--- src/rtl/iba_pkg.sv ---
// Shared types and codes for the integer binary operation unit.
package iba_pkg;

   // Operation codes carried by a request
   typedef enum logic [2:0] {
      OP_ADD     = 3'd0,
      OP_SUB     = 3'd1,
      OP_MUL     = 3'd2,
      OP_DIV     = 3'd3,
      OP_POW     = 3'd4,
      OP_LESS    = 3'd5,
      OP_GREATER = 3'd6,
      OP_EQUAL   = 3'd7
   } op_type;

   // Result status codes
   typedef enum logic [1:0] {
      STS_OK       = 2'd0,
      STS_DIV_ZERO = 2'd1,
      STS_NEG_EXP  = 2'd2
   } status_type;

   // Sequencer states of the engine
   typedef enum logic [3:0] {
      ST_IDLE,
      ST_ALU,
      ST_DIV_ABS_A,
      ST_DIV_ABS_B,
      ST_DIV_STEP,
      ST_DIV_SIGN,
      ST_POW_CHECK,
      ST_MUL_STEP,
      ST_DONE
   } state_type;

   // Where a finished multiply goes
   typedef enum logic [1:0] {
      MD_RESULT,
      MD_ACC,
      MD_BASE
   } mul_dest_type;

   // Control from the top level to the engine
   typedef struct packed {
      logic   start;
      logic   take;
      op_type op;
   } eng_ctrl_type;

   // Status from the engine to the top level
   typedef struct packed {
      logic idle;
      logic done;
   } eng_stat_type;

endpackage

--- src/rtl/integer_binary_op_unit.sv ---
// Integer binary operation unit: add, sub, mul, div, power and signed compares.
// Zero divisors and negative exponents skip the datapath and return an error status; a
// power runs bit length + set bits - 1 multiplies for a nonzero exponent, none for zero.
// One request at a time: a new one is taken only once the engine is idle again, after its
// last result has moved to the response register.
// Synchronous active-high reset returns the sequencer to idle and drops rsp_valid.
module integer_binary_op_unit import iba_pkg::*; #(
   parameter int DATA_WIDTH = 32
) (
   input  logic                         clock,
   input  logic                         reset,
   input  logic                         req_valid,
   output logic                         req_ready,
   input  logic [2:0]                   req_kind,
   input  logic signed [DATA_WIDTH-1:0] req_left_operand,
   input  logic signed [DATA_WIDTH-1:0] req_right_operand,
   output logic                         rsp_valid,
   input  logic                         rsp_ready,
   output logic signed [DATA_WIDTH-1:0] rsp_result_value,
   output logic [1:0]                   rsp_status
);

   eng_ctrl_type          eng_ctrl;
   eng_stat_type          eng_stat;
   logic [DATA_WIDTH-1:0] eng_result;
   status_type            eng_status;

   logic                  rsp_valid_ff, rsp_valid_in;
   logic [DATA_WIDTH-1:0] rsp_value_ff, rsp_value_in;
   status_type            rsp_status_ff, rsp_status_in;

   iba_engine #(.DATA_WIDTH(DATA_WIDTH)) u_engine (
      .clock         (clock),
      .reset         (reset),
      .ctrl          (eng_ctrl),
      .left_operand  (req_left_operand),
      .right_operand (req_right_operand),
      .stat          (eng_stat),
      .result_value  (eng_result),
      .status        (eng_status)
   );

   // start the engine on a request, drain it when the output slot frees
   assign req_ready     = eng_stat.idle;
   assign eng_ctrl.start = req_valid & eng_stat.idle;
   assign eng_ctrl.op    = op_type'(req_kind);
   assign eng_ctrl.take  = eng_stat.done & (~rsp_valid_ff | rsp_ready);

   // load or drop the response register
   always_comb begin
      rsp_valid_in  = rsp_valid_ff;
      rsp_value_in  = rsp_value_ff;
      rsp_status_in = rsp_status_ff;
      if (eng_ctrl.take) begin
         rsp_valid_in  = 1'b1;
         rsp_value_in  = eng_result;
         rsp_status_in = eng_status;
      end else if (rsp_ready) begin
         rsp_valid_in = 1'b0;
      end
   end

   always_ff @(posedge clock) begin
      if (reset) begin
         rsp_valid_ff <= 1'b0;
      end else begin
         rsp_valid_ff <= rsp_valid_in;
      end
   end

   always_ff @(posedge clock) begin
      rsp_value_ff  <= rsp_value_in;
      rsp_status_ff <= rsp_status_in;
   end

   assign rsp_valid        = rsp_valid_ff;
   assign rsp_result_value = $signed(rsp_value_ff);
   assign rsp_status       = rsp_status_ff;

   // an error response always carries a zero value
   assert property (@(posedge clock) disable iff (reset)
      (rsp_valid && rsp_status != STS_OK) |-> (rsp_result_value == '0))
      else $error("error response with nonzero value");

   // the engine is never idle and done at once
   assert property (@(posedge clock) disable iff (reset)
      !(eng_stat.idle && eng_stat.done))
      else $error("engine idle and done together");

   // an accepted request leaves the engine busy in the next cycle
   assert property (@(posedge clock) disable iff (reset)
      (req_valid && req_ready) |=> !eng_stat.idle)
      else $error("engine stayed idle after a request");

endmodule

--- src/rtl/iba_addsub.sv ---
// Shared add/subtract unit with carry out, used for every arithmetic step.
module iba_addsub import iba_pkg::*; #(
   parameter int WIDTH = 33
) (
   input  logic [WIDTH-1:0] x,
   input  logic [WIDTH-1:0] y,
   input  logic             sub,
   output logic [WIDTH-1:0] sum,
   output logic             carry
);

   logic [WIDTH-1:0] y_eff;
   logic [WIDTH:0]   total;

   // invert the second operand and inject a carry to subtract
   assign y_eff = sub ? ~y : y;
   assign total = {1'b0, x} + {1'b0, y_eff} + {{WIDTH{1'b0}}, sub};
   assign sum   = total[WIDTH-1:0];
   assign carry = total[WIDTH];

endmodule

--- src/rtl/iba_engine.sv ---
// Sequencer and datapath that run every operation through one shared adder.
module iba_engine import iba_pkg::*; #(
   parameter int DATA_WIDTH = 32
) (
   input  logic                  clock,
   input  logic                  reset,
   input  eng_ctrl_type          ctrl,
   input  logic [DATA_WIDTH-1:0] left_operand,
   input  logic [DATA_WIDTH-1:0] right_operand,
   output eng_stat_type          stat,
   output logic [DATA_WIDTH-1:0] result_value,
   output status_type            status
);

   localparam int W  = DATA_WIDTH;
   localparam int CW = $clog2(DATA_WIDTH);
   localparam logic [CW-1:0] LAST_BIT = CW'(DATA_WIDTH - 1);

   state_type    state_ff, state_in;
   op_type       op_ff, op_in;
   mul_dest_type dest_ff, dest_in;
   status_type   st_ff, st_in;
   logic [W-1:0] a_ff, a_in;
   logic [W-1:0] b_ff, b_in;
   logic         neg_ff, neg_in;
   logic [W-1:0] rem_ff, rem_in;
   logic [W-1:0] quo_ff, quo_in;
   logic [W-1:0] acc_ff, acc_in;
   logic [W-1:0] base_ff, base_in;
   logic [W-1:0] exp_ff, exp_in;
   logic [W-1:0] md_ff, md_in;
   logic [W-1:0] mr_ff, mr_in;
   logic [W-1:0] prod_ff, prod_in;
   logic [W-1:0] res_ff, res_in;
   logic [CW-1:0] cnt_ff, cnt_in;

   logic [W:0]   add_x, add_y, add_sum;
   logic         add_sub, add_carry;
   logic [W:0]   rem_shift;

   iba_addsub #(.WIDTH(W + 1)) u_addsub (
      .x     (add_x),
      .y     (add_y),
      .sub   (add_sub),
      .sum   (add_sum),
      .carry (add_carry)
   );

   assign rem_shift    = {rem_ff, quo_ff[W-1]};
   assign stat.idle    = (state_ff == ST_IDLE);
   assign stat.done    = (state_ff == ST_DONE);
   assign result_value = res_ff;
   assign status       = st_ff;

   // hold the state register
   always_ff @(posedge clock) begin
      if (reset) begin
         state_ff <= ST_IDLE;
      end else begin
         state_ff <= state_in;
      end
   end

   // hold the datapath registers
   always_ff @(posedge clock) begin
      op_ff   <= op_in;
      dest_ff <= dest_in;
      st_ff   <= st_in;
      a_ff    <= a_in;
      b_ff    <= b_in;
      neg_ff  <= neg_in;
      rem_ff  <= rem_in;
      quo_ff  <= quo_in;
      acc_ff  <= acc_in;
      base_ff <= base_in;
      exp_ff  <= exp_in;
      md_ff   <= md_in;
      mr_ff   <= mr_in;
      prod_ff <= prod_in;
      res_ff  <= res_in;
      cnt_ff  <= cnt_in;
   end

   // advance the sequencer and steer the shared adder
   always_comb begin
      state_in = state_ff;
      op_in    = op_ff;
      dest_in  = dest_ff;
      st_in    = st_ff;
      a_in     = a_ff;
      b_in     = b_ff;
      neg_in   = neg_ff;
      rem_in   = rem_ff;
      quo_in   = quo_ff;
      acc_in   = acc_ff;
      base_in  = base_ff;
      exp_in   = exp_ff;
      md_in    = md_ff;
      mr_in    = mr_ff;
      prod_in  = prod_ff;
      res_in   = res_ff;
      cnt_in   = cnt_ff;
      add_x    = '0;
      add_y    = '0;
      add_sub  = 1'b0;

      case (state_ff)
         ST_IDLE: begin
            if (ctrl.start) begin
               op_in = ctrl.op;
               a_in  = left_operand;
               b_in  = right_operand;
               st_in = STS_OK;
               case (ctrl.op)
                  OP_MUL: begin
                     md_in    = left_operand;
                     mr_in    = right_operand;
                     prod_in  = '0;
                     cnt_in   = LAST_BIT;
                     dest_in  = MD_RESULT;
                     state_in = ST_MUL_STEP;
                  end
                  OP_DIV: begin
                     if (right_operand == '0) begin
                        res_in   = '0;
                        st_in    = STS_DIV_ZERO;
                        state_in = ST_DONE;
                     end else begin
                        neg_in   = left_operand[W-1] ^ right_operand[W-1];
                        state_in = ST_DIV_ABS_A;
                     end
                  end
                  OP_POW: begin
                     if (right_operand[W-1]) begin
                        res_in   = '0;
                        st_in    = STS_NEG_EXP;
                        state_in = ST_DONE;
                     end else begin
                        acc_in   = {{(W-1){1'b0}}, 1'b1};
                        base_in  = left_operand;
                        exp_in   = right_operand;
                        state_in = ST_POW_CHECK;
                     end
                  end
                  default: begin
                     state_in = ST_ALU;
                  end
               endcase
            end
         end

         // single pass: add, subtract and the signed compares
         ST_ALU: begin
            add_sub = (op_ff != OP_ADD);
            if (op_ff == OP_GREATER) begin
               add_x = {b_ff[W-1], b_ff};
               add_y = {a_ff[W-1], a_ff};
            end else begin
               add_x = {a_ff[W-1], a_ff};
               add_y = {b_ff[W-1], b_ff};
            end
            case (op_ff)
               OP_ADD, OP_SUB: res_in = add_sum[W-1:0];
               OP_EQUAL:       res_in = {{(W-1){1'b0}}, (add_sum == '0)};
               default:        res_in = {{(W-1){1'b0}}, add_sum[W]};
            endcase
            state_in = ST_DONE;
         end

         // take magnitudes of dividend and divisor
         ST_DIV_ABS_A: begin
            add_sub  = 1'b1;
            add_y    = {a_ff[W-1], a_ff};
            quo_in   = a_ff[W-1] ? add_sum[W-1:0] : a_ff;
            state_in = ST_DIV_ABS_B;
         end

         ST_DIV_ABS_B: begin
            add_sub  = 1'b1;
            add_y    = {b_ff[W-1], b_ff};
            b_in     = b_ff[W-1] ? add_sum[W-1:0] : b_ff;
            rem_in   = '0;
            cnt_in   = LAST_BIT;
            state_in = ST_DIV_STEP;
         end

         // one restoring quotient bit per cycle
         ST_DIV_STEP: begin
            add_sub = 1'b1;
            add_x   = rem_shift;
            add_y   = {1'b0, b_ff};
            rem_in  = add_carry ? add_sum[W-1:0] : rem_shift[W-1:0];
            quo_in  = {quo_ff[W-2:0], add_carry};
            cnt_in  = cnt_ff - CW'(1);
            if (cnt_ff == '0) begin
               state_in = ST_DIV_SIGN;
            end
         end

         // apply the quotient sign
         ST_DIV_SIGN: begin
            add_sub  = 1'b1;
            add_y    = {1'b0, quo_ff};
            res_in   = neg_ff ? add_sum[W-1:0] : quo_ff;
            state_in = ST_DONE;
         end

         // pick the next square-and-multiply step, or finish when the exponent is zero
         ST_POW_CHECK: begin
            prod_in  = '0;
            cnt_in   = LAST_BIT;
            state_in = ST_MUL_STEP;
            if (exp_ff == '0) begin
               res_in   = acc_ff;
               state_in = ST_DONE;
            end else if (exp_ff[0]) begin
               md_in   = acc_ff;
               mr_in   = base_ff;
               dest_in = MD_ACC;
            end else begin
               md_in   = base_ff;
               mr_in   = base_ff;
               dest_in = MD_BASE;
            end
         end

         // one multiplier bit per cycle, most significant first
         ST_MUL_STEP: begin
            add_x   = {1'b0, prod_ff[W-2:0], 1'b0};
            add_y   = mr_ff[W-1] ? {1'b0, md_ff} : '0;
            prod_in = add_sum[W-1:0];
            mr_in   = {mr_ff[W-2:0], 1'b0};
            cnt_in  = cnt_ff - CW'(1);
            if (cnt_ff == '0) begin
               case (dest_ff)
                  MD_ACC: begin
                     acc_in = add_sum[W-1:0];
                     if (exp_ff[W-1:1] == '0) begin
                        res_in   = add_sum[W-1:0];
                        state_in = ST_DONE;
                     end else begin
                        md_in   = base_ff;
                        mr_in   = base_ff;
                        prod_in = '0;
                        cnt_in  = LAST_BIT;
                        dest_in = MD_BASE;
                     end
                  end
                  MD_BASE: begin
                     base_in  = add_sum[W-1:0];
                     exp_in   = {1'b0, exp_ff[W-1:1]};
                     state_in = ST_POW_CHECK;
                  end
                  default: begin
                     res_in   = add_sum[W-1:0];
                     state_in = ST_DONE;
                  end
               endcase
            end
         end

         // hold the result until the output register takes it
         ST_DONE: begin
            if (ctrl.take) begin
               state_in = ST_IDLE;
            end
         end

         default: begin
            state_in = ST_IDLE;
         end
      endcase
   end

endmodule

--- config.mk ---
export PLATFORM = sky130hd
export DESIGN_NAME = integer_binary_op_unit
export DESIGN_NICKNAME = d
export VERILOG_FILES = /design/src/rtl/iba_pkg.sv /design/src/rtl/integer_binary_op_unit.sv /design/src/rtl/iba_addsub.sv /design/src/rtl/iba_engine.sv
export SDC_FILE = /design/constraint.sdc
export NUM_CORES = 1
export LEC_CHECK = 0
export ABC_AREA = 1
export BUFFER_PORTS_ARGS = -buffer_cell sky130_fd_sc_hd__buf_4
export CAP_MARGIN = 0
export CORE_ASPECT_RATIO = 0.9
export CORE_MARGIN = 1.5
export CORE_UTILIZATION = 25
export CTS_BUF_LIST = sky130_fd_sc_hd__clkbuf_8
export DETAILED_ROUTE_END_ITERATION = 10
export MAX_ROUTING_LAYER = met4
export REMOVE_ABC_BUFFERS = 1
export SYNTH_ARGS = -nofsm -noshare
export SYNTH_HDL_FRONTEND = slang
export SYNTH_SLANG_ARGS = --single-unit
--- constraint.sdc ---
create_clock -name clock -period 14 [get_ports clock]
set_input_delay 3.5 -clock clock [delete_from_list [all_inputs] [get_ports clock]]
set_output_delay 3.5 -clock clock [all_outputs]
set_load 0.1 [all_outputs]
==> results of run 1 <==
## worst paths after layout
kind | from | to | slack, ns | cells past startpoint
max reg2reg | u_engine.state_ff[2] | u_engine.rem_ff[15] | 7.04 | 24
min | u_engine.result_value[6] | rsp_result_value[6] | 0.41 | 0
max | u_engine.state_ff[2] | u_engine.rem_ff[15] | 7.04 | 24
min reg2reg | u_engine.result_value[6] | rsp_result_value[6] | 0.41 | 0
## flip-flops by register name, indices dropped and copies added (netlist names), 3 cells and up
register               count
u_engine.result_value     32
u_engine.b_ff             32
rsp_result_value          32
u_engine.op_ff             3
u_engine.mr_ff            32
u_engine.base_ff          32
u_engine.a_ff             32
u_engine.md_ff            32
u_engine.exp_ff           31
u_engine.prod_ff          31
u_engine.acc_ff           32
u_engine.cnt_ff            5
u_engine.rem_ff           32
u_engine.quo_ff           32
u_engine.state_ff          4
## cell type report
class,count,share of cell area (%)
inverters,328,5.035
clock buffers,75,4.222
repair buffers,142,4.360
well taps,1122,5.741
diodes,1,0.01023
flip-flops and latches,402,49.17
clock inverters,48,0.8341
multi-input cells,1362,30.63
## worst max-delay path: cells and delay by family, from the launching register on
family	cells	cell delay, ns
flip-flops	1	0.42
XOR/XNOR	1	0.17
AO/OA/AOI/OAI	7	1.42
adder cells (fa/ha/maj)	1	0.31
buffers and inverters	7	2.66
AND/OR/NAND/NOR	8	1.65
## through the flow
step	setup slack (ns)	power (mW)	utilization, %	std cells	area, µm²
global placement	6.965	4.894	27.98	3356	23210
finish	7.040	5.932	29.48	3480	24450
global route	6.491	6.307	29.47	3479	24450
detailed placement	6.844	4.891	27.98	3356	23210
CTS	7.135	5.916	29.47	3479	24450
floorplan	5.140	3.819	-	2092	20660
## per-layer routing
metal	up-vias	part of all wire [%]
met5	-	0
li1	8001	-
met3	117	9.9
met4	0	2.4
met1	8474	45
met2	878	43
## cell families after synthesis
group           Yosys count  synth area share, %
compound gates          566                16.86
xor+xnor                 43                1.827
fa+ha+maj                34                2.060
buf+inv                 423                7.584
flops                   402                57.19
simple gates            719                14.47
## cells in the final DEF (no fill, tap or decap), types with 5 or more instances in the layout
| cell | count |
|---|---|
| o221ai_1 | 5 |
| nand4_1 | 10 |
| a22oi_1 | 99 |
| o21bai_1 | 22 |
| o2111ai_1 | 13 |
| clkbuf_8 | 75 |
| o211ai_1 | 9 |
| xnor2_1 | 6 |
| nand2_2 | 7 |
| nand2_1 | 327 |
| edfxtp_1 | 397 |
| ha_1 | 33 |
| o21ai_0 | 195 |
| buf_4 | 142 |
| clkinv_1 | 20 |
| nor4_1 | 18 |
| dfxtp_1 | 5 |
| nor3_1 | 65 |
| inv_2 | 18 |
| nor2_2 | 7 |
| xor2_1 | 36 |
| nand3_1 | 68 |
| a21o_1 | 6 |
| a31oi_1 | 10 |
| a21oi_1 | 86 |
| nor2_4 | 8 |
| nor2_1 | 194 |
| inv_1 | 326 |
| nand3b_1 | 6 |
| o22ai_1 | 54 |
| clkinv_2 | 9 |
| a221oi_1 | 48 |
## power groups by stage
stage / clock [mW] / combinational (mW) / sequential (mW)
final: 1.01 / 2.98 / 1.94
after floorplan: 0 / 1.81 / 2.01
after detailed placement: 0 / 2.93 / 1.96
after CTS: 1.03 / 2.95 / 1.94
after global routing: 1.07 / 3.27 / 1.97
after global placement: 0 / 2.94 / 1.96
==> flow_summary.json, run 1 <==
{
  "status": "finished, final reports clean",
  "drv_slew": 0,
  "setup_violations": 0,
  "nNetsFinal": 2411,
  "drcViolationCount": 0,
  "p_clk_share_pct": 17.0,
  "core_mm2": 0.08295,
  "synth_cells": 2187,
  "drive_above_1_share_pct": 11.79,
  "synth.distinct_cells": 46,
  "drt_first_pass_iters": 6,
  "synth_warnings": 0,
  "postCtsSetupBuffers": 0,
  "clockBufferDepth": 3,
  "clock_sinks": 402,
  "rsz0062_at_grt": "false",
  "clock_skew_ns": 0.03060,
  "wirelength_mm": 76.41,
  "avgViaCountPerCell": 5.020,
  "cp.required_ns": 14.40,
  "n_fill_cell": 8698,
  "cts_tree": "yes",
  "clk_pin_slew_ns": 0.06,
  "grt_use_met1_pct": 25.62,
  "multi_input_area_mm2": 0.007490,
  "switchingPower_mw": 2.890,
  "pwr-share-comb_pct": 50.3,
  "htreeDepth": 3,
  "ir_drop_mv": 0.2012,
  "ios": 107,
  "synth_common_cells": "edfxtp_1 (397), nand2_1 (327), inv_1 (310)",
  "fin_crit_ns": 6.960,
  "powerDensity_mw_per_mm2": 242.6,
  "die_x_um": 308.6,
  "syn_area_mm2": 0.02102,
  "critPathMaxFanout": 45,
  "overflow": 0,
  "fp.dieArea_mm2": 0.08583,
  "fin_tns_setup_ns": 0,
  "synth.most_common_cell": "edfxtp_1",
  "post-route-period-util_pct": 49.71,
  "synth_top_area_share_pct": 56.72,
  "switching_share_pct": 48.71,
  "cts_made_buffers": 70,
  "gp_congestion": 0.9864,
  "clk_latency_ns": 0.67,
  "dp_hpwl_mm": 53.66,
  "grt_pass1_wl_mm": 112.1,
  "start_kind": "flop",
  "grt_pass1_vias": 16940,
  "start_util_pct": 25.34,
  "ys_top_cells_by_area": "edfxtp_1 (57%), nand2_1 (5.8%), inv_1 (5.5%)",
  "grt_use_total_pct": 18.13,
  "post_cts_resized": 0,
  "postCtsHoldBufs": 0,
  "holdWs_ns": 0.4128,
  "avgSynthCellArea_um2": 9.611,
  "p_leak_nw": 9.700,
  "ys_ff_latch": 402,
  "gr-usage-met2_pct": 25.76,
  "synth_top_cell_by_area": "edfxtp_1",
  "crit_slowest_cell": "nand2_1",
  "critical_path.cell_chain": "nand2_2, nor2_4, buf_4, inv_2, nand2_1, nor2_1, inv_2, a221oi_1, o21ai_0, xor2_1, ha_1, a21o_1, a31oi_1, o21ai_0, a21oi_1, inv_1, a221oi_1, nand2_1, inv_2, nor2_2, inv_2, nand2_1, nand2_1, inv_1",
  "busiest_layer": "met2",
  "synthFlopType": "edfxtp_1",
  "initialDrtViolationCount": 2133,
  "tightestPinTransition_ns": 1.361,
  "fmax_mhz": 143.7,
  "seq_power_share_pct": 32.7,
  "syn_to_final_growth_pct": 16.33,
  "cts_root_buf": "clkbuf_8",
  "ff_latch_area_mm2": 0.01202,
  "die_y_um": 278.1,
  "vias": 17470,
  "antenna_found_initial": 0,
  "wl_per_cell_um": 21.96,
  "slew-limit-headroom_pct": 8.462,
  "rows": 100,
  "async_flop_share_pct": 0,
  "hold_viol_final": 0,
  "drv_cap": 0,
  "synth_edf_count": 397,
  "cp-end-kind": "flop",
  "slowest_delay_ns": 0.67,
  "ant_nets": 0,
  "grt_max_degree": 68,
  "cp.arrival_ns": 7.37,
  "met3_usage_pct": 4.028,
  "io_buffers": 106,
  "ys_seq_area_share_pct": 57.19,
  "hold_class": "flop to flop",
  "critPathKind": "flop to flop",
  "p_int_mw": 3.043
}
No activity file was read; power rests on OpenSTA's default activity.
==> run 2, diff against run 1 <==
--- a/config.mk
+++ b/config.mk
@@ -5,7 +5,7 @@
 export SDC_FILE = /design/constraint.sdc
 export NUM_CORES = 1
 export LEC_CHECK = 0
-export ABC_AREA = 1
+export ABC_AREA = 0
 export BUFFER_PORTS_ARGS = -buffer_cell sky130_fd_sc_hd__buf_4
 export CAP_MARGIN = 0
 export CORE_ASPECT_RATIO = 0.9
==> constraint.sdc (replaced) <==
create_clock -name clock -period 6.3 [get_ports clock]
set_input_delay 1.575 -clock clock [delete_from_list [all_inputs] [get_ports clock]]
set_output_delay 1.575 -clock clock [all_outputs]
set_load 0.1 [all_outputs]
==> flow_summary.json, run 2 <==
{
  "status": "finished, final reports clean",
  "n_fill_cell": 8562,
  "antenna_found_initial": 1,
  "place_area_mm2": 0.02327,
  "crit_family": "compound AO/OA/AOI/OAI gates",
  "critical_path.cell_chain": "or4b_1, o21ai_4, a221oi_4, nand2_1, o21ai_0, fa_1, nand2b_1, a211oi_1, o21ai_1, buf_4, o211a_1, xnor2_1, a2111oi_0, nand4_1, nor4_1, nand4_1, o211ai_2",
  "cts_tree": "yes",
  "final_common_cell": "edfxtp_1",
  "m1WireLength_mm": 31.65,
  "wl_per_cell_um": 21.91,
  "gp_congestion": 0.9227,
  "core_mm2": 0.08295,
  "ant_nets": 0,
  "post-route-period-util_pct": 93.08,
  "synth_warnings": 0,
  "start_util_pct": 25.29,
  "crit_top_cell": "nand4_1",
  "drcViolationCount": 0,
  "maxUsedRoutingLayer": "met4",
  "synthFlopType": "edfxtp_1",
  "cp-end-kind": "flop",
  "synth_common_cells": "edfxtp_1 (397), nand2_1 (331), nor2_1 (228)",
  "p_leak_nw": 9.352,
  "drive_above_1_share_pct": 14.26,
  "dp_slack_ns": 0.2980,
  "design_area_mm2": 0.02466,
  "drv_cap": 0,
  "seq_power_share_pct": 30.4,
  "synth_top_cell_by_area": "edfxtp_1",
  "setup_violations": 0,
  "fin_tns_setup_ns": 0,
  "io_buffers": 106,
  "rsz0062_at_grt": "false",
  "p_total_mw": 13.42,
  "initialDrtViolationCount": 2168,
  "synth_cells": 1986,
  "overflow": 0,
  "setup_slack_ns": 0.4359,
  "drv_slew": 0,
  "route.met3.wl_mm": 6.060,
  "cp.arrival_ns": 6.38,
  "place_inst": 3134,
  "critPathMaxFanout": 17,
  "final_cell_mix": "edfxtp_1 (397), nand2_1 (331), nor2_1 (226)",
  "pwr-share-comb_pct": 51.9,
  "grt_use_total_pct": 16.82,
  "powerDensity_mw_per_mm2": 544.2,
  "slowest_delay_ns": 0.78,
  "wirelength_mm": 71.63,
  "start_kind": "flop",
  "fin_crit_ns": 5.864,
  "slew-limit-headroom_pct": 17.92,
  "ios": 107,
  "ys_seq_area_share_pct": 57.30,
  "rows": 100,
  "avgViaCountPerCell": 5.162,
  "drt_first_pass_iters": 8,
  "fmax_mhz": 170.5,
  "avgSynthCellArea_um2": 10.56,
  "ys_ff_latch": 402,
  "htreeDepth": 3,
  "hold_class": "flop to flop",
  "fp.dieArea_mm2": 0.08566,
  "grt_pass1_wl_mm": 105.6,
  "die_x_um": 308.4,
  "switchingPower_mw": 6.166,
  "cts_root_buf": "clkbuf_8",
  "clk_latency_ns": 0.68,
  "clock_sinks": 402,
  "p_int_mw": 7.253,
  "path_buf_inv": 1,
  "fin_cells": 3269,
  "hold_viol_final": 0,
  "ir_drop_mv": 0.2514,
  "ys_top_cells_by_area": "edfxtp_1 (57%), nand2_1 (5.9%), nor2_1 (4.1%)",
  "synth.distinct_cells": 77,
  "crit_slowest_cell": "o21ai_4",
  "tightestPinTransition_ns": 1.227,
  "vias": 16870,
  "clockBufferDepth": 3,
  "syn_area_mm2": 0.02098,
  "dp_hpwl_mm": 48.06,
  "post_cts_resized": 0,
  "die_y_um": 277.8,
  "clk_pin_slew_ns": 0.07,
  "p_clk_share_pct": 17.7,
  "cts_made_buffers": 75,
  "clock_skew_ns": 0.02709,
  "async_flop_share_pct": 0,
  "cp.required_ns": 6.82,
  "synth_top_area_share_pct": 56.83,
  "synth_edf_count": 397,
  "synth.most_common_cell": "edfxtp_1",
  "grt_max_degree": 66,
  "syn_to_final_growth_pct": 17.54,
  "switching_share_pct": 45.95,
  "grt_pass1_vias": 16360,
  "nNetsFinal": 2195,
  "route.met2.wl_mm": 32.15,
  "critPathKind": "flop to flop"
}
## run 2: cell types whose count changed in the layout (fill, tap and decap cells not counted), sizes merged, moves of 23 or more
cell,previous run,this run
inv,345,89
a22oi,99,36
a222oi,0,61
o21ai,199,143
nand3,70,18
a221oi,48,3
xnor2,6,50
nor3,66,24
mux2i,0,37
a21o,6,42
a22o,0,30
xor2,37,13
o21a,4,27
## run 2: kinds of logic after synthesis
| family | count (synthesis) | share of synthesized area, % |
|---|---|---|
| AO/OA/AOI/OAI | 551 | 18.07 |
| XOR/XNOR | 63 | 2.720 |
| adder cells (fa/ha/maj) | 34 | 2.064 |
| buffers and inverters | 198 | 3.608 |
| flip-flops | 402 | 57.30 |
| multiplexers | 39 | 1.908 |
| AND/OR/NAND/NOR | 699 | 14.33 |
## run 2: what timing repair did
item                       in CTS  in global routing
setup endpoints to repair       0                  1
buffers inserted                0                  0
hold buffers                    0                  0
## run 2: layer usage
layer	track usage (%)	vias up
met5	-	-
met4	5.330	0
met3	2.896	105
met2	25.23	844
met1	23.00	8276
li1	-	7649
## run 2: final timing paths
kind                            startpoint  slack [ns]  cells past startpoint                        to
hold reg to reg   u_engine.result_value[1]        0.41                      0       rsp_result_value[1]
setup reg to reg      u_engine.state_ff[3]        0.44                     17  u_engine.result_value[0]
setup / recovery      u_engine.state_ff[3]        0.44                     17  u_engine.result_value[0]
hold / removal    u_engine.result_value[1]        0.41                      0       rsp_result_value[1]
## run 2: power groups by stage
stage / sequential [mW] / combinational [mW] / clock, mW
after floorplan: 4.22 / 4.46 / 0
after global placement: 4.12 / 6.87 / 0
after detailed placement: 4.11 / 6.88 / 0
after CTS: 4.07 / 6.91 / 2.44
after global routing: 4.13 / 7.60 / 2.54
final: 4.08 / 6.96 / 2.38
## run 2: final cells by class
class	count	area, µm²	share of cell area, %
clock inverters	54	286.5	1.162
multi-input cells	1387	8358	33.89
diodes	1	2.502	0.01015
clock buffers	79	1087	4.409
repair buffers	162	1266	5.135
flip-flops and latches	402	12020	48.75
inverters	62	232.7	0.9438
well taps	1122	1404	5.693
## run 2: per-stage QoR
stage | util, % | hold slack [ns]
after floorplan | - | 0.4003
after global placement | 28.06 | 0.4027
after detailed placement | 28.06 | 0.4045
after CTS | 29.71 | 0.4140
after global routing | 29.73 | 0.4210
final | 29.73 | 0.4105
